`config.mk`:
```
export PLATFORM = sky130hd
export DESIGN_NAME = sre_eeprom
export DESIGN_NICKNAME = d
export VERILOG_FILES = /design/src/design/sre_pkg.sv /design/src/design/sre_eeprom.sv
export SDC_FILE = /design/constraint.sdc
export NUM_CORES = 2
export LEC_CHECK = 0
export BUFFER_PORTS_ARGS = -buffer_cell sky130_fd_sc_hd__buf_2
export CORE_UTILIZATION = 60
export DETAILED_ROUTE_END_ITERATION = 10
export PLACE_DENSITY = 0.73
export SYNTH_ARGS = -nofsm -noshare
export SYNTH_HDL_FRONTEND = slang
export SYNTH_SLANG_ARGS = --single-unit
```
`constraint.sdc`:
```
create_clock -name clk -period 2.38 [get_ports clk]
set_clock_uncertainty 0.15 [all_clocks]
set_input_delay 0.357 -clock clk [delete_from_list [all_inputs] [get_ports clk]]
set_output_delay 0.357 -clock clk [all_outputs]
set_load 0.02 [all_outputs]
```
`src/design/sre_pkg.sv`:
```
// shared types and constants of the serial rtc and eeprom front end
package sre_pkg;

    typedef enum logic [5:0] {
        MODE_CMD_WAIT     = 6'b000001,
        MODE_RTC_WRITE    = 6'b000010,
        MODE_EEPROM_WRITE = 6'b000100,
        MODE_WRITE_ENABLE = 6'b001000,
        MODE_RTC_READ     = 6'b010000,
        MODE_EEPROM_READ  = 6'b100000
    } mode_t;

    localparam logic [3:0] CMD_RTC_WRITE    = 4'h0;
    localparam logic [3:0] CMD_EEPROM_WRITE = 4'h2;
    localparam logic [3:0] CMD_WRITE_ENABLE = 4'h6;
    localparam logic [3:0] CMD_RTC_READ     = 4'h8;
    localparam logic [3:0] CMD_EEPROM_READ  = 4'hA;

    localparam logic [4:0] CMD_BITS          = 5'd4;
    localparam logic [4:0] RTC_ADDR_BITS     = 5'd4;
    localparam logic [4:0] RTC_FRAME_BITS    = 5'd12;
    localparam logic [4:0] EEPROM_ADDR_BITS  = 5'd12;
    localparam logic [4:0] EEPROM_FRAME_BITS = 5'd28;
    localparam logic [4:0] RTC_READ_BITS     = 5'd8;
    localparam logic [4:0] EEPROM_READ_BITS  = 5'd16;

    localparam logic [2:0]  RTC_FIXED_ADDR = 3'd7;
    localparam logic [7:0]  RTC_FIXED_BYTE = 8'h20;
    localparam logic [15:0] EEPROM_BLANK   = 16'hffff;

    typedef struct packed {
        logic        en;
        logic [7:0]  idx;
        logic [15:0] data;
    } mem_wr_t;

    typedef struct packed {
        logic       en;
        logic [7:0] idx;
    } mem_rd_t;

    typedef struct packed {
        logic        active;
        logic [3:0]  sel;
        logic        from_mem;
        logic [15:0] data;
    } pend_t;

endpackage

```
`src/design/sre_eeprom.sv`:
```
// eeprom word store with per-word valid bits and registered read
module sre_eeprom #(
    parameter int WORDS = 256
) (
    input  logic             clk,
    input  logic             rst_n,
    input  sre_pkg::mem_wr_t wr,
    input  sre_pkg::mem_rd_t rd,
    output logic [15:0]      word
);
    import sre_pkg::*;

    localparam int AW = (WORDS > 1) ? $clog2(WORDS) : 1;

    logic [15:0]      mem [WORDS];
    logic [WORDS-1:0] valid_reg;
    logic [15:0]      rd_data_reg;
    logic             rd_ok_reg;
    logic             wr_in_range;
    logic             rd_in_range;
    logic [AW-1:0]    wr_addr;
    logic [AW-1:0]    rd_addr;

    assign wr_in_range = {1'b0, wr.idx} < 9'(WORDS);
    assign rd_in_range = {1'b0, rd.idx} < 9'(WORDS);
    assign wr_addr     = wr.idx[AW-1:0];
    assign rd_addr     = rd.idx[AW-1:0];

    always_ff @(posedge clk)
    begin
        if (wr.en && wr_in_range)
        begin
            mem[wr_addr] <= wr.data;
        end
        if (rd.en)
        begin
            rd_data_reg <= mem[rd_addr];
        end
    end

    always_ff @(posedge clk or negedge rst_n)
    begin
        if (!rst_n)
        begin
            valid_reg <= '0;
            rd_ok_reg <= 1'b0;
        end
        else
        begin
            if (wr.en && wr_in_range)
            begin
                valid_reg[wr_addr] <= 1'b1;
            end
            if (rd.en)
            begin
                rd_ok_reg <= rd_in_range && valid_reg[rd_addr];
            end
        end
    end

    assign word = rd_ok_reg ? rd_data_reg : EEPROM_BLANK;

endmodule

```
==> flow_summary.ini <==
[synthesis]
synth_top_family_by_area = multiplexers
syn_area_per_cell_sq_um = 22.2
yosys_warnings = 0
syn-instance-count = 7496
synth_seq_cells = 4369
syn_nets = 7532
synth_xor_area_share_pct = 0
synth_edf_count = 4112
ys_types = 40
ys.flop_type = edfxtp_1
synthArstFlopShare_pct = 5.88
synth_compound_gate_area_share_pct = 3.39
muxShareOfSynthArea_pct = 14.8
synthAdderAreaFrac_pct = 0
synth_simple_gate_area_share_pct = 2.27
synth_area_sq_um = 166000
ys_seq_area_share_pct = 78.2

[setup_path]
arrival_ps = 3510
worstPathCellList = mux4_2 > a22oi_2 > a21oi_2 > nor4_4 > buf_4 > o22ai_4 > or2_1
cp.required_ps = 2950
cpPeakStageDelay_ps = 560
cp-end-kind = register
critPathMaxFanout = 1
startpoint_type = register
path_class = register to register
critPathTopFamily = simple AND/OR/NAND/NOR gates
slowest_stage = nor4_4
path_buf_inv = 1

[cells_and_area]
fill_cells = 14700
largest_reg_flops = 4096
layout.nets = 8673
fin_util_pct = 72.5
drive_above_1_share_pct = 38.4
syn2layout_area_growth_pct = 19.8

[floorplanning]
die_h_um = 528
io_pins = 52
initial_core_util_pct = 60.5
num_rows = 192
die_w_um = 528
fp.coreArea_sq_um = 275000
dieArea_sq_um = 279000

[cts]
cts_max_level = 5
cts_sinks = 4369
cts-root-buf = clkbuf_16
cts_buffers = 420
clkTransAtPathRegs_ps = 70
max-clock-path-buffers = 4
insertion_delay_ps = 990
cts_tree = done

[sta]
slew_viol_final = 0
setup_viol = 33
post-route-period-util_pct = 123
finalCriticalPeriod_ps = 2940
clock.fmax_mhz = 340
fin_ws_ps = -558
rsz0062_at_grt = yes
relSlewSlack_pct = 20.9
worst_pin_slew_ps = 1190
hold_viol_final = 0
fin_hold_ws_ps = 95.0

[grt]
grt_pass1_vias = 87800
grt_start_max_net_pins = 145
grt_antenna_before_repair = 23
grtUsageTotal_pct = 33.0
grt_pass1_wl_um = 647000
gr-total-overflow = 0

[placed_design]
gp_congestion = 0.924
portBuffers = 51
dpl.hpwl_um = 280000

[power]
p_per_area_nw_per_um2 = 817
peakVddDrop_mv = 0.753
p_leak_nw = 65.2

[run_status]
violations = setup timing
status = finished, violations left

[drt]
wl_per_cell_um = 35.8
drtIter0Drc = 12900
drt_wl_total_um = 454000
ant_nets = 0
via_per_inst = 6.84
dr_total_vias = 86900
post-route-drc-count = 0
firstDrtPassIters = 10

[job]
drv_cap = 0

[worst_hold_path]
hold_path_class = input pin to register
area by class of cell:
class | count | area [sq um] | area share, %
Timing Repair Buffer | 1163 | 14300 | 7.19
Clock inverter | 246 | 2650 | 1.33
Clock buffer | 542 | 11300 | 5.69
Antenna cell | 12 | 30.0 | 0.0151
Multi-Input combinational cell | 2678 | 36100 | 18.2
Tap cell | 3686 | 4610 | 2.32
Inverter | 5 | 18.8 | 0.00943
Sequential cell | 4369 | 130000 | 65.3
kinds of logic after synthesis:
logic type             count (synthesis)
AO/OA/AOI/OAI                        842
multiplexers                        1109
AND/OR/NAND/NOR                      727
flip-flops                          4369
buffers and inverters                449
layout by cell type, fill, tap and decap left out, types with 19 or more instances in the layout:
cell,netlist,routed
dlygate4sd3_1,0,24
clkbuf_1,262,89
clkinv_2,0,81
buf_8,0,19
nor4_1,65,19
nor4_4,0,19
dfrtp_1,257,256
edfxtp_1,4112,4112
buf_6,53,30
clkinvlp_4,0,20
nor4_2,0,27
nor2_2,0,26
a21oi_2,0,74
bufinv_16,0,42
nor2_1,271,204
a22oi_1,516,413
nand2_1,28,27
clkinv_1,0,77
a22oi_2,0,103
mux4_2,1077,1077
o22ai_1,39,22
buf_12,0,420
clkbuf_16,0,423
clkbuf_8,0,30
or2_2,259,259
a21oi_1,261,171
nor2_4,0,41
mux2i_1,25,25
nand3_1,25,22
buf_4,13,650
synthesized netlist by cell type (all sizes together), types with 28 or more instances:
cell    instances  share of area, %
a22oi         516               2.3
nor4           65              0.24
clkbuf        263              0.60
o22ai          39              0.15
nand2          28             0.063
or2           275               1.0
nor2          271              0.61
dfrtp         257               3.9
a21oi         261              0.79
edfxtp       4112                74
mux4         1077                15
buf           181              0.73
timing repair:
item                                    in CTS  in global routing
setup buffers                                7                  1
hold buffers                                25                  0
endpoints found under the setup margin      33                 33
pin swaps                                   77                 46
endpoints found under the hold margin     3367                  0
gates resized for setup                    316                 73
worst paths after layout:
kind,startpoint,to,slack (ps),depth (start not counted)
max in group asynchronous,rst_n,valid_reg[185]$_DFFE_PN0P_,1000,5
worst max register to register,mem[87][6]$_DFFE_PP_,rd_data_reg[6]$_DFFE_PP_,-560,7
min in group asynchronous,rst_n,valid_reg[242]$_DFFE_PN0P_,370,4
worst min-delay path,wr[11],mem[198][11]$_DFFE_PP_,100,2
worst min register to register,valid_reg[192]$_DFFE_PN0P_,valid_reg[192]$_DFFE_PN0P_,320,1
worst max-delay path,mem[87][6]$_DFFE_PP_,rd_data_reg[6]$_DFFE_PP_,-560,7
per-stage QoR:
| stage | total power [mW] | setup WS (ps) | instance area [sq um] | cells | TNS (ps) |
|---|---|---|---|---|---|
| after CTS | 163 | -518 | 199000 | 12700 | -8040 |
| final | 163 | -558 | 199000 | 12700 | -8640 |
| after global routing | 166 | -619 | 199000 | 12700 | -8990 |
| after global placement | 95.5 | -2310 | 183000 | 11900 | -30160 |
| after floorplan | 90.8 | -285 | 167000 | 7496 | -550070 |
| after detailed placement | 95.8 | -2280 | 183000 | 11900 | -43450 |
power by group:
group	total, mW	internal [mW]	switching [mW]	leakage, nW
registers	84.9	84.6	0.281	40.5
logic	10.2	4.18	6.05	18.0
clock network	67.4	38.4	29.1	6.79
total	163	127	35.4	65.2
worst register-to-register path: stages (launching register included):
cell and delay, ps:
edfxtp_1 370, mux4_2 520, a22oi_2 270, a21oi_2 150, nor4_4 560, buf_4 240
o22ai_4 120, or2_1 280
metal layers:
layer  share of wire, %  track usage (%)  up-vias  wire, um
met5              0.026                0        -       116
met3                 12             7.39      948     53600
met4                5.4             15.6       10     24600
li1                   -                -    34000         -
met2                 47             50.9     6110    216000
met1                 35             45.6    45800    160000
Power figures use the tool's default switching activity.
