**config.mk**
```make
export PLATFORM = sky130hd
export DESIGN_NAME = sre_out
export DESIGN_NICKNAME = d
export VERILOG_FILES = /design/src/design/sre_pkg.sv /design/src/design/sre_out.sv
export SDC_FILE = /design/constraint.sdc
export NUM_CORES = 1
export LEC_CHECK = 0
export ABC_CLOCK_PERIOD_IN_PS = 4900
export BUFFER_PORTS_ARGS = -buffer_cell sky130_fd_sc_hd__buf_4
export CORE_UTILIZATION = 35
export CTS_CLUSTER_SIZE = 14
export DETAILED_ROUTE_END_ITERATION = 12
export MAX_ROUTING_LAYER = met4
export PLACE_DENSITY_LB_ADDON = 0.08
export SKIP_LAST_GASP = 1
export SYNTH_ARGS = -nofsm -noshare
export SYNTH_HDL_FRONTEND = slang
export SYNTH_SLANG_ARGS = --single-unit
```
**constraint.sdc**
```tcl
create_clock -name clk -period 4.9 [get_ports clk]
set_clock_uncertainty 0.1 [all_clocks]
set_input_delay 1.225 -clock clk [delete_from_list [all_inputs] [get_ports clk]]
set_output_delay 1.225 -clock clk [all_outputs]
set_load 0.02 [all_outputs]
```
**src/design/sre_pkg.sv**
```systemverilog
// shared types and constants of the serial rtc and eeprom front end
package sre_pkg;

    typedef enum logic [5:0] {
        MODE_CMD_WAIT     = 6'b000001,
        MODE_RTC_WRITE    = 6'b000010,
        MODE_EEPROM_WRITE = 6'b000100,
        MODE_WRITE_ENABLE = 6'b001000,
        MODE_RTC_READ     = 6'b010000,
        MODE_EEPROM_READ  = 6'b100000
    } mode_t;

    localparam logic [3:0] CMD_RTC_WRITE    = 4'h0;
    localparam logic [3:0] CMD_EEPROM_WRITE = 4'h2;
    localparam logic [3:0] CMD_WRITE_ENABLE = 4'h6;
    localparam logic [3:0] CMD_RTC_READ     = 4'h8;
    localparam logic [3:0] CMD_EEPROM_READ  = 4'hA;

    localparam logic [4:0] CMD_BITS          = 5'd4;
    localparam logic [4:0] RTC_ADDR_BITS     = 5'd4;
    localparam logic [4:0] RTC_FRAME_BITS    = 5'd12;
    localparam logic [4:0] EEPROM_ADDR_BITS  = 5'd12;
    localparam logic [4:0] EEPROM_FRAME_BITS = 5'd28;
    localparam logic [4:0] RTC_READ_BITS     = 5'd8;
    localparam logic [4:0] EEPROM_READ_BITS  = 5'd16;

    localparam logic [2:0]  RTC_FIXED_ADDR = 3'd7;
    localparam logic [7:0]  RTC_FIXED_BYTE = 8'h20;
    localparam logic [15:0] EEPROM_BLANK   = 16'hffff;

    typedef struct packed {
        logic        en;
        logic [7:0]  idx;
        logic [15:0] data;
    } mem_wr_t;

    typedef struct packed {
        logic       en;
        logic [7:0] idx;
    } mem_rd_t;

    typedef struct packed {
        logic        active;
        logic [3:0]  sel;
        logic        from_mem;
        logic [15:0] data;
    } pend_t;

endpackage

```
**src/design/sre_out.sv**
```systemverilog
// bit select stage and result register with flow control
module sre_out (
    input  logic           clk,
    input  logic           rst_n,
    input  logic           in_accept,
    input  sre_pkg::pend_t pend,
    input  logic [15:0]    word,
    input  logic           out_ready,
    output logic           in_ready,
    output logic           out_valid,
    output logic           data_out
);
    import sre_pkg::*;

    pend_t       s1_reg;
    logic        s1_valid_reg;
    logic        out_valid_reg;
    logic        data_out_reg;
    logic        advance;
    logic [15:0] src;
    logic        bit_next;

    assign advance  = !out_valid_reg || out_ready;
    assign in_ready = !s1_valid_reg || advance;
    assign src      = s1_reg.from_mem ? word : s1_reg.data;
    assign bit_next = s1_reg.active & src[s1_reg.sel];

    always_ff @(posedge clk)
    begin
        if (in_accept)
        begin
            s1_reg <= pend;
        end
        if (advance && s1_valid_reg)
        begin
            data_out_reg <= bit_next;
        end
    end

    always_ff @(posedge clk or negedge rst_n)
    begin
        if (!rst_n)
        begin
            s1_valid_reg  <= 1'b0;
            out_valid_reg <= 1'b0;
        end
        else
        begin
            if (in_accept)
            begin
                s1_valid_reg <= 1'b1;
            end
            else if (advance)
            begin
                s1_valid_reg <= 1'b0;
            end
            if (advance)
            begin
                out_valid_reg <= s1_valid_reg;
            end
        end
    end

    assign out_valid = out_valid_reg;
    assign data_out  = data_out_reg;

endmodule

```
==> results.json, run 1 <==
{
  "status": "finished with violations",
  "violations": "design-rule violations",
  "cp-startpoint": "out_ready",
  "crit_required_ns": 3.58,
  "vias": 642,
  "internal_power_mw": 0.328,
  "setup_viol": 0,
  "cts.repair.resized": 0,
  "initial_utilization_pct": 38.2,
  "die_height_um": 57.5,
  "yosysTopAreaCellShare_pct": 64.0,
  "die_area_sq_um": 3310,
  "utilization_pct": 51.1,
  "worstHoldStart": "s1_valid_reg",
  "r2r-start": "s1_reg[17]",
  "grt_max_degree": 24,
  "r2r_cells": 4,
  "ios": 45,
  "fmax_mhz": 333,
  "portBuffers": 44,
  "grt_pass1_vias": 711,
  "grt_pass1_wl_mm": 2.97,
  "drv_slew": 0,
  "nNetsFinal": 141,
  "post-place-ws_ns": 1.90,
  "yosysTopAreaCell": "edfxtp_1",
  "crit_arrival_ns": 1.67,
  "seqPwrFrac_pct": 63.9,
  "p_sw_mw": 0.0850,
  "ir_drop_v": 0.000174,
  "wire_per_inst_um": 14.3,
  "ys.flop_type": "edfxtp_1",
  "swShare_pct": 20.6,
  "hold_violations": 0,
  "period_share_pct": 61.2,
  "coreArea_sq_um": 2830,
  "ys_top_cells_by_area": "edfxtp_1 (64%), mux4_2 (10%), mux4_1 (4.9%)",
  "ys_seq_area_share_pct": 68.6,
  "syn_inst": 53,
  "fillers": 249,
  "hold_path_end": "out_valid",
  "rows": 19,
  "power-per-cell-area_nw_per_um2": 286,
  "holdWs_ns": 0.432,
  "gp_congestion": 0.625,
  "r2r-end": "data_out",
  "rsz0062_at_grt": "false",
  "synth_area_sq_um": 1080,
  "cts_setup_buffers": 0,
  "totalWireLength_mm": 1.84,
  "hold_buffers": 0,
  "path_class": "in -> out",
  "drive_above_1_share_pct": 57.1,
  "syn_avg_cell_area_sq_um": 20.4,
  "drc": 2,
  "drt_iter0_drc": 5,
  "min_period_ns": 3.00,
  "ctsRootBufferMaster": "clkbuf_4",
  "tightest_slew_ns": 0.431,
  "cts_sinks": 25,
  "p_clk_share_pct": 20.9,
  "yosysWarnings": 0,
  "power_frac_comb_pct": 15.2,
  "drt-pass1-iter-count": 8,
  "async_reset_ff_share_pct": 8.00,
  "fp.dieW_um": 57.5,
  "relSlewSlack_pct": 71.3,
  "htree_levels": 1,
  "cts_made_buffers": 3,
  "overflow": 0,
  "grt_use_total_pct": 12.4,
  "syn-num-nets": 95,
  "clk_path_buf_depth": 2,
  "largest_reg_flops": 22,
  "max_cap_viol_count": 0,
  "clk_pin_slew_ns": 0.13,
  "regArea_sq_um": 741,
  "diodes": 0,
  "antenna_left": 0,
  "cp-start-kind": "primary input",
  "synth_cell_types": 19,
  "crit_path_end_kind": "output port",
  "fin_ws_ns": 1.90,
  "fin_setup_tns_ns": 0,
  "antenna_found_initial": 0,
  "drt-vias-per-instance": 4.98,
  "min_path_type": "reg -> reg",
  "dpl.hpwl_mm": 1.48,
  "yosys_register_bits": 25,
  "cellLeakagePower_nw": 0.580,
  "hold_path_depth": 1,
  "synth_edf_count": 23,
  "multi_input_area_sq_um": 305,
  "syn_to_final_growth_pct": 33.8,
  "worst-path-max-fanout": 2,
  "cts_tree": "done",
  "r2r_slack_ns": 2.81,
  "clock_latency_ns": 0.30
}
[how the worst max path moves through the flow]
stage	endpoint	slack (ns)	cells past startpoint
finish	in_ready	1.90	3
global route	in_ready	1.88	3
CTS	in_ready	1.89	3
detailed placement	in_ready	1.90	3
global placement	in_ready	1.92	3
floorplan	in_ready	2.08	1
[logic make-up after synthesis]
family | synth area share [%]
AOI/OAI and AO/OA | 4.06
muxes | 20.3
buffers and inverters | 3.13
DFF | 68.6
and+or+nand+nor | 3.94
[critical path, cell delays in order]
cell and delay (ns):
buf_4 0.11, nand3b_1 0.17, buf_4 0.17
[metrics by stage]
step / cells / cell area, sq um / power (mW)
floorplan: 53 / 1080 / 0.298
global placement: 125 / 1420 / 0.331
detailed placement: 125 / 1420 / 0.334
CTS: 129 / 1450 / 0.421
global route: 129 / 1450 / 0.438
finish: 129 / 1450 / 0.413
[Yosys cell counts (2+ instances only)]
cell type and number:
dfrtp_1 2, edfxtp_1 23, mux2_2 3, mux2i_1 2, mux4_1 2, mux4_2 5, nand2b_1 4
[power by group through the flow]
stage,clock [mW],combinational (mW),sequential (mW)
3_5_place_dp,0,0.0638,0.270
3_3_place_gp,0,0.0632,0.268
5_1_grt,0.103,0.0676,0.267
6_report,0.0862,0.0628,0.264
4_1_cts,0.0920,0.0638,0.265
2_1_floorplan,0,0.0346,0.263
[routing by layer]
layer	GRT usage, %	wire (um)
met2	21.4	976
met1	15.0	746
met5	-	0
met4	2.09	0
met3	2.95	120
[final cells by class]
type,instances,area share [%]
clock buffers,4,1.82
inverters,1,0.260
multi-input cells,24,21.1
flip-flops and latches,25,51.3
well taps,31,2.68
repair buffers,44,22.9
[placed cells by master (no fill, tap or decap)]
cell / Yosys / layout
nand2b_1: 4 / 4
nand3b_1: 1 / 1
and2_1: 1 / 1
clkbuf_1: 0 / 1
mux4_2: 5 / 5
inv_1: 1 / 1
o21ai_0: 1 / 1
buf_4: 0 / 44
mux2i_1: 2 / 2
mux2_2: 3 / 3
o221a_1: 1 / 1
o31ai_2: 1 / 1
dfrtp_1: 2 / 2
clkbuf_4: 0 / 3
a311oi_1: 1 / 1
nand2_1: 1 / 1
mux4_1: 2 / 2
edfxtp_1: 23 / 23
o22ai_1: 1 / 1
No activity file was read; power rests on OpenSTA's default activity.
==> run 2, diff against run 1 <==
Settings changed: ABC_AREA set to 1, ABC_CLOCK_PERIOD_IN_PS 4900 to 3000.
Clock period 4.9 ns to 3 ns, I/O delays scaled along.
==> results.json, run 2 <==
{
  "wire_per_inst_um": 11.6,
  "synth_common_cells": "nand2_1 (34), edfxtp_1 (23), nand3_1 (17)",
  "ctsRootBufferMaster": "clkbuf_4",
  "drt-pass1-iter-count": 2,
  "synth_area_sq_um": 1190,
  "dr_wl_met3_um": 142,
  "min_path_type": "in -> async",
  "async_reset_ff_share_pct": 8.00,
  "ys_seq_area_share_pct": 62.4,
  "coreArea_sq_um": 3130,
  "fillers": 307,
  "drc": 0,
  "cts_made_buffers": 3,
  "worst-path-max-fanout": 2,
  "nNetsFinal": 199,
  "fin_area_sq_um": 1540,
  "vias": 895,
  "power-per-cell-area_nw_per_um2": 457,
  "yosys_register_bits": 25,
  "dpl.hpwl_mm": 1.71,
  "cts_tree": "done",
  "initial_utilization_pct": 38.0,
  "final_cell_mix": "buf_4 (44), nand2_1 (34), edfxtp_1 (23), nand3_1 (17), nor2_1 (9)",
  "drt-vias-per-instance": 4.48,
  "drv_slew": 0,
  "rows": 20,
  "met1_length_um": 991,
  "drive_above_1_share_pct": 39.1,
  "syn_to_final_growth_pct": 29.8,
  "fp.dieW_um": 60.2,
  "placed_area_sq_um": 1510,
  "clock_latency_ns": 0.32,
  "syn-num-nets": 154,
  "cts.repair.resized": 0,
  "die_area_sq_um": 3630,
  "period_share_pct": 69.8,
  "path_class": "in -> out",
  "hold_violations": 0,
  "r2r-start": "s1_reg[16]",
  "tightest_slew_ns": 0.699,
  "yosysTopAreaCellShare_pct": 58.2,
  "crit_required_ns": 2.15,
  "crit_path_end_kind": "output port",
  "synth_cell_types": 15,
  "status": "finished, final reports clean",
  "ys_top_cells_by_area": "edfxtp_1 (58%), nand2_1 (11%), nand3_1 (7.2%)",
  "synth_most_common_cell": "nand2_1",
  "gp_congestion": 0.832,
  "syn_avg_cell_area_sq_um": 10.6,
  "synth_edf_count": 23,
  "die_height_um": 60.2,
  "grt_use_total_pct": 15.2,
  "clk_pin_slew_ns": 0.14,
  "final_common_cell": "buf_4",
  "portBuffers": 44,
  "dr_wl_met2_mm": 1.16,
  "largest_reg_flops": 22,
  "yosysTopAreaCell": "edfxtp_1",
  "grt_pass1_wl_mm": 3.86,
  "cellLeakagePower_nw": 0.698,
  "ios": 45,
  "antenna_left": 0,
  "syn_inst": 112,
  "setup_viol": 0,
  "fmax_mhz": 477,
  "overflow": 0,
  "clk_path_buf_depth": 2,
  "min_period_ns": 2.09,
  "rsz0062_at_grt": "false",
  "totalWireLength_mm": 2.31,
  "diodes": 0,
  "antenna_found_initial": 0,
  "yosysWarnings": 0,
  "cts_sinks": 25,
  "drt_iter0_drc": 33,
  "ir_drop_v": 0.000285,
  "p_total_mw": 0.704,
  "cp-startpoint": "out_ready",
  "hold_buffers": 0,
  "grt_pass1_vias": 927,
  "routed.top_layer": "met4",
  "grt_max_degree": 24,
  "htree_levels": 1,
  "cts_setup_buffers": 0,
  "relSlewSlack_pct": 53.4,
  "fin_setup_tns_ns": 0,
  "cp-start-kind": "primary input",
  "ys.flop_type": "edfxtp_1",
  "max_cap_viol_count": 0,
  "crit_arrival_ns": 1.24
}
==> run 2: where the power goes <==
part	switching (mW)	internal, mW	total [mW]
clock network	0.101	0.0499	0.151
logic	0.0563	0.0641	0.120
registers	0.0209	0.412	0.433
total	0.178	0.526	0.704
==> run 2: per-layer routing <==
| metal | global-route usage (%) | up-vias |
|---|---|---|
| met5 | - | - |
| met4 | 4.98 | 0 |
| met2 | 25.4 | 26 |
| met3 | 4.33 | 4 |
| li1 | - | 460 |
| met1 | 17.3 | 405 |
==> run 2: critical path, cell delays in order <==
cell and delay (ns):
buf_4 0.11, nor2_1 0.14, nand2_1 0.09, buf_4 0.16
==> run 2: kinds of logic after synthesis <==
family | synth area share, %
AO/OA/AOI/OAI | 1.69
buffers and inverters | 8.11
AND/OR/NAND/NOR | 27.8
flip-flops | 62.4
==> run 2: metrics by stage <==
stage	setup slack [ns]	utilization [%]	std cells	hold slack (ns)
6_report	0.905	49.3	200	0.0803
5_1_grt	0.859	49.3	200	0.0564
4_1_cts	0.905	49.3	200	0.0686
3_5_place_dp	0.902	48.4	196	0.394
3_3_place_gp	0.937	48.4	196	0.370
2_1_floorplan	1.13	-	112	0.353
==> run 2: layout make-up <==
cell class | instances | area, sq um | area share [%]
clock buffer | 3 | 22.5 | 1.46
sequential | 25 | 741 | 48.1
tap | 44 | 55.1 | 3.57
timing repair buffer | 44 | 330 | 21.4
multi-input combinational | 75 | 350 | 22.7
inverter | 8 | 37.5 | 2.44
clock inverter | 1 | 5.00 | 0.325
==> run 2: worst paths after layout <==
path                                 to  slack [ns]  cells past startpoint
setup / recovery               in_ready        0.91                      4
hold reg to reg            s1_valid_reg        0.42                      2
max in group asynchronous  s1_valid_reg        2.64                      1
hold / removal                out_valid        0.08                      1
setup reg to reg               data_out        1.15                      9
min in group clk           s1_valid_reg        0.42                      2
