### src/design/sre_pkg.sv
// shared types and constants of the serial rtc and eeprom front end
package sre_pkg;

    typedef enum logic [5:0] {
        MODE_CMD_WAIT     = 6'b000001,
        MODE_RTC_WRITE    = 6'b000010,
        MODE_EEPROM_WRITE = 6'b000100,
        MODE_WRITE_ENABLE = 6'b001000,
        MODE_RTC_READ     = 6'b010000,
        MODE_EEPROM_READ  = 6'b100000
    } mode_t;

    localparam logic [3:0] CMD_RTC_WRITE    = 4'h0;
    localparam logic [3:0] CMD_EEPROM_WRITE = 4'h2;
    localparam logic [3:0] CMD_WRITE_ENABLE = 4'h6;
    localparam logic [3:0] CMD_RTC_READ     = 4'h8;
    localparam logic [3:0] CMD_EEPROM_READ  = 4'hA;

    localparam logic [4:0] CMD_BITS          = 5'd4;
    localparam logic [4:0] RTC_ADDR_BITS     = 5'd4;
    localparam logic [4:0] RTC_FRAME_BITS    = 5'd12;
    localparam logic [4:0] EEPROM_ADDR_BITS  = 5'd12;
    localparam logic [4:0] EEPROM_FRAME_BITS = 5'd28;
    localparam logic [4:0] RTC_READ_BITS     = 5'd8;
    localparam logic [4:0] EEPROM_READ_BITS  = 5'd16;

    localparam logic [2:0]  RTC_FIXED_ADDR = 3'd7;
    localparam logic [7:0]  RTC_FIXED_BYTE = 8'h20;
    localparam logic [15:0] EEPROM_BLANK   = 16'hffff;

    typedef struct packed {
        logic        en;
        logic [7:0]  idx;
        logic [15:0] data;
    } mem_wr_t;

    typedef struct packed {
        logic       en;
        logic [7:0] idx;
    } mem_rd_t;

    typedef struct packed {
        logic        active;
        logic [3:0]  sel;
        logic        from_mem;
        logic [15:0] data;
    } pend_t;

endpackage

### src/design/sre_frame.sv
// serial frame decoder: command, address and data shifting per rising edge of the serial clock line
module sre_frame (
    input  logic            clk,
    input  logic            rst_n,
    input  logic            accept,
    input  logic [2:0]      line_bits,
    input  logic [55:0]     time_now_bcd,
    output sre_pkg::mem_wr_t wr,
    output sre_pkg::mem_rd_t rd,
    output sre_pkg::pend_t   pend
);
    import sre_pkg::*;

    mode_t       mode_reg, mode_next;
    logic [4:0]  bit_count_reg, bit_count_next;
    logic [3:0]  cmd_reg, cmd_next;
    logic [8:0]  addr_reg, addr_next;
    logic [15:0] data_reg, data_next;
    logic [4:0]  rbi_reg, rbi_next;
    logic        from_mem_reg, from_mem_next;
    logic        clk_prev_reg;
    logic        rst_prev_reg;

    always_comb
    begin
        logic [4:0] bc_inc;
        logic       do_clear;
        mode_t      start_mode;
        logic [2:0] rtc_addr;
        logic [7:0] rtc_byte;
        logic       bit_in;

        mode_next      = mode_reg;
        bit_count_next = bit_count_reg;
        cmd_next       = cmd_reg;
        addr_next      = addr_reg;
        data_next      = data_reg;
        rbi_next       = rbi_reg;
        from_mem_next  = from_mem_reg;
        wr             = '0;
        rd             = '0;
        do_clear       = 1'b0;
        start_mode     = MODE_CMD_WAIT;
        bc_inc         = bit_count_reg + 5'd1;
        bit_in         = line_bits[0];
        rtc_addr       = '0;
        rtc_byte       = '0;

        if (line_bits[2])
        begin
            do_clear = 1'b1;
        end
        else if (!rst_prev_reg && !clk_prev_reg && line_bits[1])
        begin
            unique case (mode_reg)
                MODE_CMD_WAIT:
                begin
                    cmd_next       = {cmd_reg[2:0], bit_in};
                    bit_count_next = bc_inc;
                    if (bc_inc == CMD_BITS)
                    begin
                        do_clear = 1'b1;
                        unique case (cmd_next)
                            CMD_RTC_WRITE:    start_mode = MODE_RTC_WRITE;
                            CMD_EEPROM_WRITE: start_mode = MODE_EEPROM_WRITE;
                            CMD_WRITE_ENABLE: start_mode = MODE_WRITE_ENABLE;
                            CMD_RTC_READ:     start_mode = MODE_RTC_READ;
                            CMD_EEPROM_READ:  start_mode = MODE_EEPROM_READ;
                            default:          start_mode = MODE_CMD_WAIT;
                        endcase
                    end
                end
                MODE_WRITE_ENABLE:
                begin
                    bit_count_next = bc_inc;
                    if (bc_inc >= RTC_FRAME_BITS)
                    begin
                        do_clear = 1'b1;
                    end
                end
                MODE_RTC_WRITE:
                begin
                    // time registers are reloaded on every read, so a write has no visible effect
                    bit_count_next = bc_inc;
                    if (bc_inc <= RTC_ADDR_BITS)
                    begin
                        addr_next = {addr_reg[7:0], bit_in};
                    end
                    else
                    begin
                        data_next = {data_reg[14:0], bit_in};
                    end
                    if (bc_inc >= RTC_FRAME_BITS)
                    begin
                        do_clear = 1'b1;
                    end
                end
                MODE_RTC_READ:
                begin
                    bit_count_next = bc_inc;
                    if (bc_inc <= RTC_ADDR_BITS)
                    begin
                        addr_next = {addr_reg[7:0], bit_in};
                        if (bc_inc == RTC_ADDR_BITS)
                        begin
                            rtc_addr = addr_next[2:0];
                            if (rtc_addr == RTC_FIXED_ADDR)
                            begin
                                rtc_byte = RTC_FIXED_BYTE;
                            end
                            else
                            begin
                                rtc_byte = time_now_bcd[{rtc_addr, 3'b000} +: 8];
                            end
                            data_next     = {8'h00, rtc_byte};
                            rbi_next      = RTC_READ_BITS;
                            from_mem_next = 1'b0;
                        end
                    end
                    else if (rbi_reg != 5'd0)
                    begin
                        rbi_next = rbi_reg - 5'd1;
                    end
                    if (bc_inc >= RTC_FRAME_BITS)
                    begin
                        bit_count_next = 5'd0;
                    end
                end
                MODE_EEPROM_WRITE:
                begin
                    bit_count_next = bc_inc;
                    if (bc_inc <= EEPROM_ADDR_BITS)
                    begin
                        addr_next = {addr_reg[7:0], bit_in};
                    end
                    else
                    begin
                        data_next = {data_reg[14:0], bit_in};
                    end
                    if (bc_inc >= EEPROM_FRAME_BITS)
                    begin
                        wr.en    = 1'b1;
                        wr.idx   = addr_next[8:1];
                        wr.data  = data_next;
                        do_clear = 1'b1;
                    end
                end
                MODE_EEPROM_READ:
                begin
                    bit_count_next = bc_inc;
                    if (bc_inc <= EEPROM_ADDR_BITS)
                    begin
                        addr_next = {addr_reg[7:0], bit_in};
                        if (bc_inc == EEPROM_ADDR_BITS)
                        begin
                            rd.en         = 1'b1;
                            rd.idx        = addr_next[8:1];
                            rbi_next      = EEPROM_READ_BITS;
                            from_mem_next = 1'b1;
                        end
                    end
                    else if (rbi_reg != 5'd0)
                    begin
                        rbi_next = rbi_reg - 5'd1;
                    end
                    if (bc_inc >= EEPROM_FRAME_BITS)
                    begin
                        bit_count_next = 5'd0;
                    end
                end
                default:
                begin
                    do_clear = 1'b1;
                end
            endcase
        end

        if (do_clear)
        begin
            mode_next      = start_mode;
            bit_count_next = '0;
            cmd_next       = '0;
            addr_next      = '0;
            data_next      = '0;
            rbi_next       = '0;
            from_mem_next  = 1'b0;
            wr.en          = wr.en;
        end

        if (!accept)
        begin
            wr.en = 1'b0;
            rd.en = 1'b0;
        end

        pend.active   = ((mode_next == MODE_RTC_READ) || (mode_next == MODE_EEPROM_READ))
                        && (rbi_next != 5'd0);
        pend.sel      = 4'(rbi_next - 5'd1);
        pend.from_mem = from_mem_next;
        pend.data     = data_next;
    end

    always_ff @(posedge clk or negedge rst_n)
    begin
        if (!rst_n)
        begin
            mode_reg      <= MODE_CMD_WAIT;
            bit_count_reg <= '0;
            cmd_reg       <= '0;
            addr_reg      <= '0;
            data_reg      <= '0;
            rbi_reg       <= '0;
            from_mem_reg  <= 1'b0;
            clk_prev_reg  <= 1'b0;
            rst_prev_reg  <= 1'b0;
        end
        else if (accept)
        begin
            mode_reg      <= mode_next;
            bit_count_reg <= bit_count_next;
            cmd_reg       <= cmd_next;
            addr_reg      <= addr_next;
            data_reg      <= data_next;
            rbi_reg       <= rbi_next;
            from_mem_reg  <= from_mem_next;
            clk_prev_reg  <= line_bits[1];
            rst_prev_reg  <= line_bits[2];
        end
    end

endmodule

### config.mk
export PLATFORM = sky130hd
export DESIGN_NAME = sre_frame
export DESIGN_NICKNAME = d
export VERILOG_FILES = /design/src/design/sre_pkg.sv /design/src/design/sre_frame.sv
export SDC_FILE = /design/constraint.sdc
export NUM_CORES = 1
export LEC_CHECK = 0
export ABC_AREA = 1
export ABC_CLOCK_PERIOD_IN_PS = 3300
export BUFFER_PORTS_ARGS = -buffer_cell sky130_fd_sc_hd__buf_2
export CORE_UTILIZATION = 30
export DETAILED_ROUTE_END_ITERATION = 12
export PLACE_DENSITY = 0.5
export SYNTH_ARGS = -nofsm -noshare
export SYNTH_HDL_FRONTEND = slang
export SYNTH_SLANG_ARGS = --single-unit
### constraint.sdc
create_clock -name clk -period 3.3 [get_ports clk]
set_input_delay 0.66 -clock clk [delete_from_list [all_inputs] [get_ports clk]]
set_output_delay 0.66 -clock clk [all_outputs]
set_load 0.05 [all_outputs]
==> results.py, run 1 <==
metrics = {
    "outcome": {
        "outcome": "completed",
    },
    "clocking": {
        "ctsHtreeMaxLevel": 2,
        "hold_buffers": 0,
        "cts_tree": "built",
        "clk_pin_slew_ns": 0.07,
        "cts_sinks": 47,
        "cts_buffer_depth": 2,
        "numCtsBuffers": 5,
        "insertion_delay_ns": 0.30,
        "cts_root_buf": "clkbuf_16",
    },
    "pwr": {
        "power_mw": 1.690,
        "ir_worst_vdd_v": 0.0001799,
        "leakagePower_nw": 2.740,
        "pwr_density_cell_nw_per_um2": 284.8,
    },
    "timing": {
        "slew_violations": 0,
        "period_share_pct": 99.76,
        "fin_crit_ns": 3.292,
        "worst_clock_skew_ns": 0.01183,
        "rsz0062_at_grt": "yes",
        "whs_ns": 0.4741,
        "finalHoldViolations": 0,
        "tns_ns": 0,
        "setup_viol": 0,
        "tightestPinTransition_ns": 0.6631,
        "max_freq_mhz": 303.8,
        "layout_setup_ws_ns": 0.008072,
        "timing.slew.headroom_pct": 55.79,
    },
    "routing": {
        "vias": 5174,
        "drt-total-wl_um": 15830,
        "via_per_inst": 4.932,
        "ant_nets": 0,
        "drt_iter0_drc": 303,
        "drc": 0,
        "drtPass1Iterations": 5,
        "wire_per_inst_um": 15.09,
    },
    "floorplan": {
        "die_height_um": 124.5,
        "die_area_um2": 15510,
        "rows": 44,
        "start_util_pct": 30.87,
        "core_area_um2": 14590,
        "die_x_um": 124.5,
        "io_pins": 118,
    },
    "worst_setup_path": {
        "critPathMaxStageDelay_ns": 0.41,
        "worst_setup_path_end_kind": "output port",
        "path_delay_family": "simple AND/OR/NAND/NOR gates",
        "worst-path-max-fanout": 6,
        "critPathLaunchType": "flip-flop",
        "crit_path_frequent_cell": "nand2_4",
        "cp_data_required_time_ns": 2.64,
        "worst_ep_arrival_time_ns": 2.63,
        "slowest_stage": "dfrtp_1",
        "criticalPathCategory": "reg -> out",
        "crit_buf_inv": 4,
        "crit_chain": "ha_4 > nand2_4 > inv_4 > nor2_4 > nand3_4 > nand2_4 > nand2_2 > nand2_1 > inv_1 > nand2_2 > nand2_4 > nand2_4 > inv_6 > o211ai_4 > ha_2 > nand3_2 > nor2_4 > nor2_4 > buf_8",
    },
    "min_path": {
        "hold_path.class": "in -> async",
    },
    "placed_design": {
        "port-buffer-count": 117,
        "place_congestion": 0.8116,
        "dpl.hpwl_um": 11520,
        "pre_cts_slack_ns": 0.1177,
    },
    "finish": {
        "largest_reg_flops": 16,
        "area_delta_synth_final_pct": 31.75,
        "fillers": 1597,
        "fin_util_pct": 40.68,
        "drive_gt1_share_pct": 30.64,
        "fin_nets": 932,
        "antenna-diode-count": 0,
    },
    "global_routing": {
        "first_global_vias": 4951,
        "grt_pass1_wl_um": 25880,
        "overflow": 0,
        "antenna_found_initial": 0,
        "grt.total_usage_pct": 20.40,
        "grt_max_degree": 48,
    },
    "synth": {
        "async_flop_share_pct": 100.0,
        "yosysUniqueCellTypes": 42,
        "syn_nets": 801,
        "syn_area_per_cell_um2": 6.145,
        "netlist_area_um2": 4504,
        "synth_enable_flop_cells": 0,
        "synth_seq_cells": 47,
        "ys_seq_area_share_pct": 26.14,
        "synthCells": 733,
        "synthFlopType": "dfrtp_1",
        "yosysWarnings": 0,
    },
    "run": {
        "max-cap-violations": 0,
    },
}
## worst reg2reg max path, delay by kind of cell, from the launching register on
| family | cells | cell delay [ns] |
|---|---|---|
| flip-flops | 1 | 0.41 |
| AO/OA/AOI/OAI | 2 | 0.23 |
| adder cells (fa/ha/maj) | 1 | 0.20 |
| AND/OR/NAND/NOR | 10 | 0.97 |
| buffers and inverters | 4 | 0.76 |
## cells in the final DEF (no fill, tap or decap), drive strengths merged, types with 6 or more instances in the layout
| cell | netlist | layout |
|---|---|---|
| nor2 | 98 | 98 |
| nand4 | 11 | 11 |
| inv | 84 | 85 |
| nand2 | 214 | 214 |
| a21oi | 30 | 30 |
| ha | 6 | 6 |
| nand3 | 57 | 57 |
| o21ai | 104 | 104 |
| nor3 | 7 | 7 |
| buf | 20 | 148 |
| dfrtp | 46 | 46 |
| o22ai | 19 | 19 |
| o211ai | 7 | 7 |
| clkbuf | 14 | 15 |
## cell usage after synthesis, types with 2 or more instances
library cell,instances,share of area (%)
clkbuf_1,14,1.2
o21ai_0,75,8.3
buf_6,6,1.5
nand3_1,51,5.7
nand2_2,7,0.97
o211ai_1,5,0.83
a21oi_2,15,2.9
o21ai_1,18,2.0
nand2_1,205,17
xnor2_1,2,0.39
dfrtp_1,46,26
nor3_1,7,0.78
nor2_2,4,0.56
nand3_2,6,1.3
nor2_1,91,7.6
o21ai_2,11,2.1
nor2_4,3,0.75
o22ai_1,19,2.6
nand3b_1,2,0.33
inv_1,74,6.2
a21oi_1,15,1.7
nand4_1,11,1.5
ha_1,6,1.7
buf_2,9,1.0
nand2_4,2,0.50
buf_4,4,0.67
inv_2,10,0.83
## final timing paths
| path | end | start | cells past startpoint | slack (ns) |
|---|---|---|---|---|
| min reg2reg | rst_prev_reg | rst_prev_reg | 1 | 0.51 |
| max | pend[21] | bit_count_reg[1] | 19 | 0.008 |
| max reg2reg | addr_reg[8] | bit_count_reg[1] | 17 | 0.67 |
| min | addr_reg[3] | rst_n | 2 | 0.47 |
| max in group asynchronous | bit_count_reg[2] | rst_n | 2 | 2.34 |
| min in group clk | rst_prev_reg | rst_prev_reg | 1 | 0.51 |
## routing by layer
| metal | global-route usage (%) | wire, um |
|---|---|---|
| met1 | 29.17 | 7619 |
| met3 | 2.577 | 820 |
| met5 | 0 | 0 |
| met2 | 32.69 | 7253 |
| met4 | 4.181 | 136 |
## cells by family after synthesis
group | Yosys count | synth area share (%)
compound gates | 166 | 22.50
xor+xnor | 3 | 0.5834
fa+ha+maj | 6 | 1.667
buf+inv | 119 | 11.50
flops | 47 | 26.14
mux | 1 | 0.2222
simple gates | 391 | 37.39
## cell type report
class | instances | area (um2) | area share [%]
Inverter | 85 | 329.1 | 5.545
Clock buffer | 5 | 125.1 | 2.108
Multi-Input combinational cell | 567 | 3037 | 51.17
Timing Repair Buffer | 158 | 985.9 | 16.61
Tap cell | 184 | 230.2 | 3.879
Sequential cell | 47 | 1180 | 19.88
Clock inverter | 3 | 47.55 | 0.8012
## metrics by stage
| stage | cells | area, um2 |
|---|---|---|
| 5_1_grt | 1049 | 5934 |
| 2_1_floorplan | 733 | 4539 |
| 4_1_cts | 1039 | 5629 |
| 3_3_place_gp | 1031 | 5389 |
| 3_5_place_dp | 1031 | 5389 |
| 6_report | 1049 | 5934 |
## power breakdown
group	internal, mW	leakage, nW	switching (mW)
sequential	0.603	0.639	0.0310
clock	0.362	0.0844	0.249
combinational	0.156	2.02	0.289
total	1.12	2.74	0.569
## repair_timing
action | in CTS | in global routing
cloned | 0 | 0
setup buffers | 0 | 10
gates resized for setup | 19 | 72
pin swaps | 2 | 11
setup endpoints to repair | 15 | 30
(Power assumes the default switching activity.)
==> inputs of run 2 (changes only) <==
Settings changed: RECOVER_POWER set to 25.
==> run 2 against run 1 <==
Wire length barely moved. Sequential share of layout area barely moved. Largest power group unchanged. Cell count did not move. Hold slack improved by 0.035 ns. Clock skew did not move. Clock power barely moved. Flip-flop and latch count did not move. Fmax did not move. Power barely moved. Cell area barely moved. Combinational power barely moved. Global-route usage did not move.
==> results.py, run 2 (same netlist as run 1, synthesis figures left out) <==
metrics = {
    "global_routing": {
        "use_met1_pct": 29.17,
        "grt_max_degree": 48,
        "antenna_found_initial": 0,
        "gr-usage-met3_pct": 2.577,
        "grt.total_usage_pct": 20.40,
        "use_met2_pct": 32.69,
        "overflow": 0,
        "busiest_layer": "met2",
        "grt_pass1_wl_um": 25880,
        "first_global_vias": 4951,
    },
    "timing": {
        "finalHoldViolations": 0,
        "worst_clock_skew_ns": 0.01183,
        "max_freq_mhz": 303.8,
        "whs_ns": 0.5089,
        "fin_crit_ns": 3.292,
        "period_share_pct": 99.76,
        "slew_violations": 0,
        "setup_viol": 0,
        "tightestPinTransition_ns": 1.288,
        "rsz0062_at_grt": "yes",
        "timing.slew.headroom_pct": 14.12,
    },
    "floorplan": {
        "die_x_um": 124.5,
        "die_height_um": 124.5,
        "rows": 44,
        "start_util_pct": 30.87,
        "core_area_um2": 14590,
        "die_area_um2": 15510,
        "io_pins": 118,
    },
    "routing": {
        "drtPass1Iterations": 5,
        "via_per_inst": 4.932,
        "drt-total-wl_um": 15830,
        "ant_nets": 0,
        "drt_iter0_drc": 303,
        "drc": 0,
        "wire_per_inst_um": 15.09,
        "vias": 5174,
    },
    "finish": {
        "fin_util_pct": 40.66,
        "antenna-diode-count": 0,
        "drive_gt1_share_pct": 30.64,
        "fillers": 1598,
        "layout_common_cells": "196 x nand2_1, 97 x buf_2, 84 x nor2_1",
        "fin_area_um2": 5932,
        "area_delta_synth_final_pct": 31.69,
        "final_common_cell": "nand2_1",
        "largest_reg_flops": 16,
        "fin_nets": 932,
    },
    "worst_setup_path": {
        "critPathLaunchType": "flip-flop",
        "ff2ff_setup_slack_ns": 0.67,
        "crit_chain": "ha_4 > nand2_4 > inv_4 > nor2_4 > nand3_4 > nand2_4 > nand2_2 > nand2_1 > inv_1 > nand2_2 > nand2_4 > nand2_4 > inv_6 > o211ai_4 > ha_2 > nand3_2 > nor2_4 > nor2_4 > buf_8",
        "rr_endpoint": "addr_reg[8]",
        "crit_buf_inv": 4,
        "critPathMaxStageDelay_ns": 0.41,
        "cp_data_required_time_ns": 2.64,
        "criticalPathCategory": "reg -> out",
        "r2r-start": "bit_count_reg[1]",
        "crit_path_frequent_cell": "nand2_4",
        "slowest_stage": "dfrtp_1",
        "worst_setup_path_end_kind": "output port",
        "worst_ep_arrival_time_ns": 2.63,
        "path_delay_family": "simple AND/OR/NAND/NOR gates",
        "rr_worst_depth": 17,
        "worst-path-max-fanout": 6,
    },
    "clocking": {
        "clk_pin_slew_ns": 0.06,
        "cts_sinks": 47,
        "ctsHtreeMaxLevel": 2,
        "cts_tree": "built",
        "numCtsBuffers": 5,
        "cts_buffer_depth": 2,
        "insertion_delay_ns": 0.30,
        "cts_root_buf": "clkbuf_16",
    },
    "placed_design": {
        "dpl.hpwl_um": 11520,
        "port-buffer-count": 117,
        "placed_cell_area_um2": 5389,
        "place_congestion": 0.8116,
    },
    "outcome": {
        "outcome": "completed",
    },
    "min_path": {
        "min_path_cells": 1,
        "hold_end": "rst_prev_reg",
        "hp-start": "rst_prev_reg",
        "hold_path.class": "reg -> reg",
    },
    "run": {
        "max-cap-violations": 0,
    },
    "pwr": {
        "ir_worst_vdd_v": 0.0001799,
        "leakagePower_nw": 2.740,
        "pwr_density_cell_nw_per_um2": 284.8,
    },
}
-- run 2: changes by cell type in the layout (fill, tap and decap cells not counted) --
cell and change:
buf_4 -1, clkbuf_2 +1
-- run 2: timing repair --
action	in CTS	in global routing
hold buffers	0	0
pin swaps	2	11
endpoints found under the setup margin	15	30
setup buffers	0	10
resized for setup	19	72
-- run 2: worst register-to-register path, cell delays in order, from the launching register on --
cell and delay [ns]:
dfrtp_1 0.41, ha_4 0.20, nand2_4 0.08, inv_4 0.04, nor2_4 0.14, nand3_4 0.11
nand2_4 0.10, nand2_2 0.05, nand2_1 0.06, inv_1 0.05, nand2_2 0.08, nand2_4 0.07
nand2_4 0.11, buf_4 0.36, o21ai_2 0.14, inv_2 0.31, nand3_1 0.17, o21ai_2 0.09
-- run 2: metrics by stage --
| stage | setup TNS (ns) | instances | total power [mW] | setup WS [ns] |
|---|---|---|---|---|
| after floorplan | 0 | 733 | 0.8944 | 0.04228 |
| after global routing | -0.9734 | 1049 | 1.786 | -0.1522 |
| after detailed placement | 0 | 1031 | 1.055 | 0.1177 |
| after CTS | 0 | 1039 | 1.692 | 0.005343 |
| final | 0 | 1049 | 1.690 | 0.008072 |
| after global placement | 0 | 1031 | 1.054 | 0.09359 |
-- run 2: worst max-delay path by stage --
stage / start / to / slack [ns] / depth (start not counted)
2_1_floorplan: bit_count_reg[0] / pend[19] / 0.04 / 15
5_1_grt: bit_count_reg[1] / pend[21] / -0.15 / 16
3_5_place_dp: line_bits[1] / pend[21] / 0.12 / 14
3_3_place_gp: line_bits[1] / pend[21] / 0.09 / 14
4_1_cts: bit_count_reg[0] / pend[21] / 0.005 / 19
6_report: bit_count_reg[1] / pend[21] / 0.008 / 19
-- run 2: final cells by class --
type	instances	area, um2	area share (%)
flip-flops and latches	47	1180	19.89
clock buffers	5	125.1	2.109
well taps	184	230.2	3.881
inverters	85	329.1	5.547
clock inverters	3	47.55	0.8015
multi-input cells	567	3037	51.19
repair buffers	158	983.4	16.58
-- run 2: report_power, final --
part / switching (mW) / internal (mW)
logic: 0.289 / 0.155
clock network: 0.249 / 0.362
registers: 0.0310 / 0.603
total: 0.569 / 1.12
-- run 2: layer usage --
layer,vias to the layer above,share of wire (%),routed length [um]
met5,-,0,0
met4,0,0.86,136
met3,10,5.2,820
met2,159,46,7252
met1,2343,48,7618
li1,2662,-,-
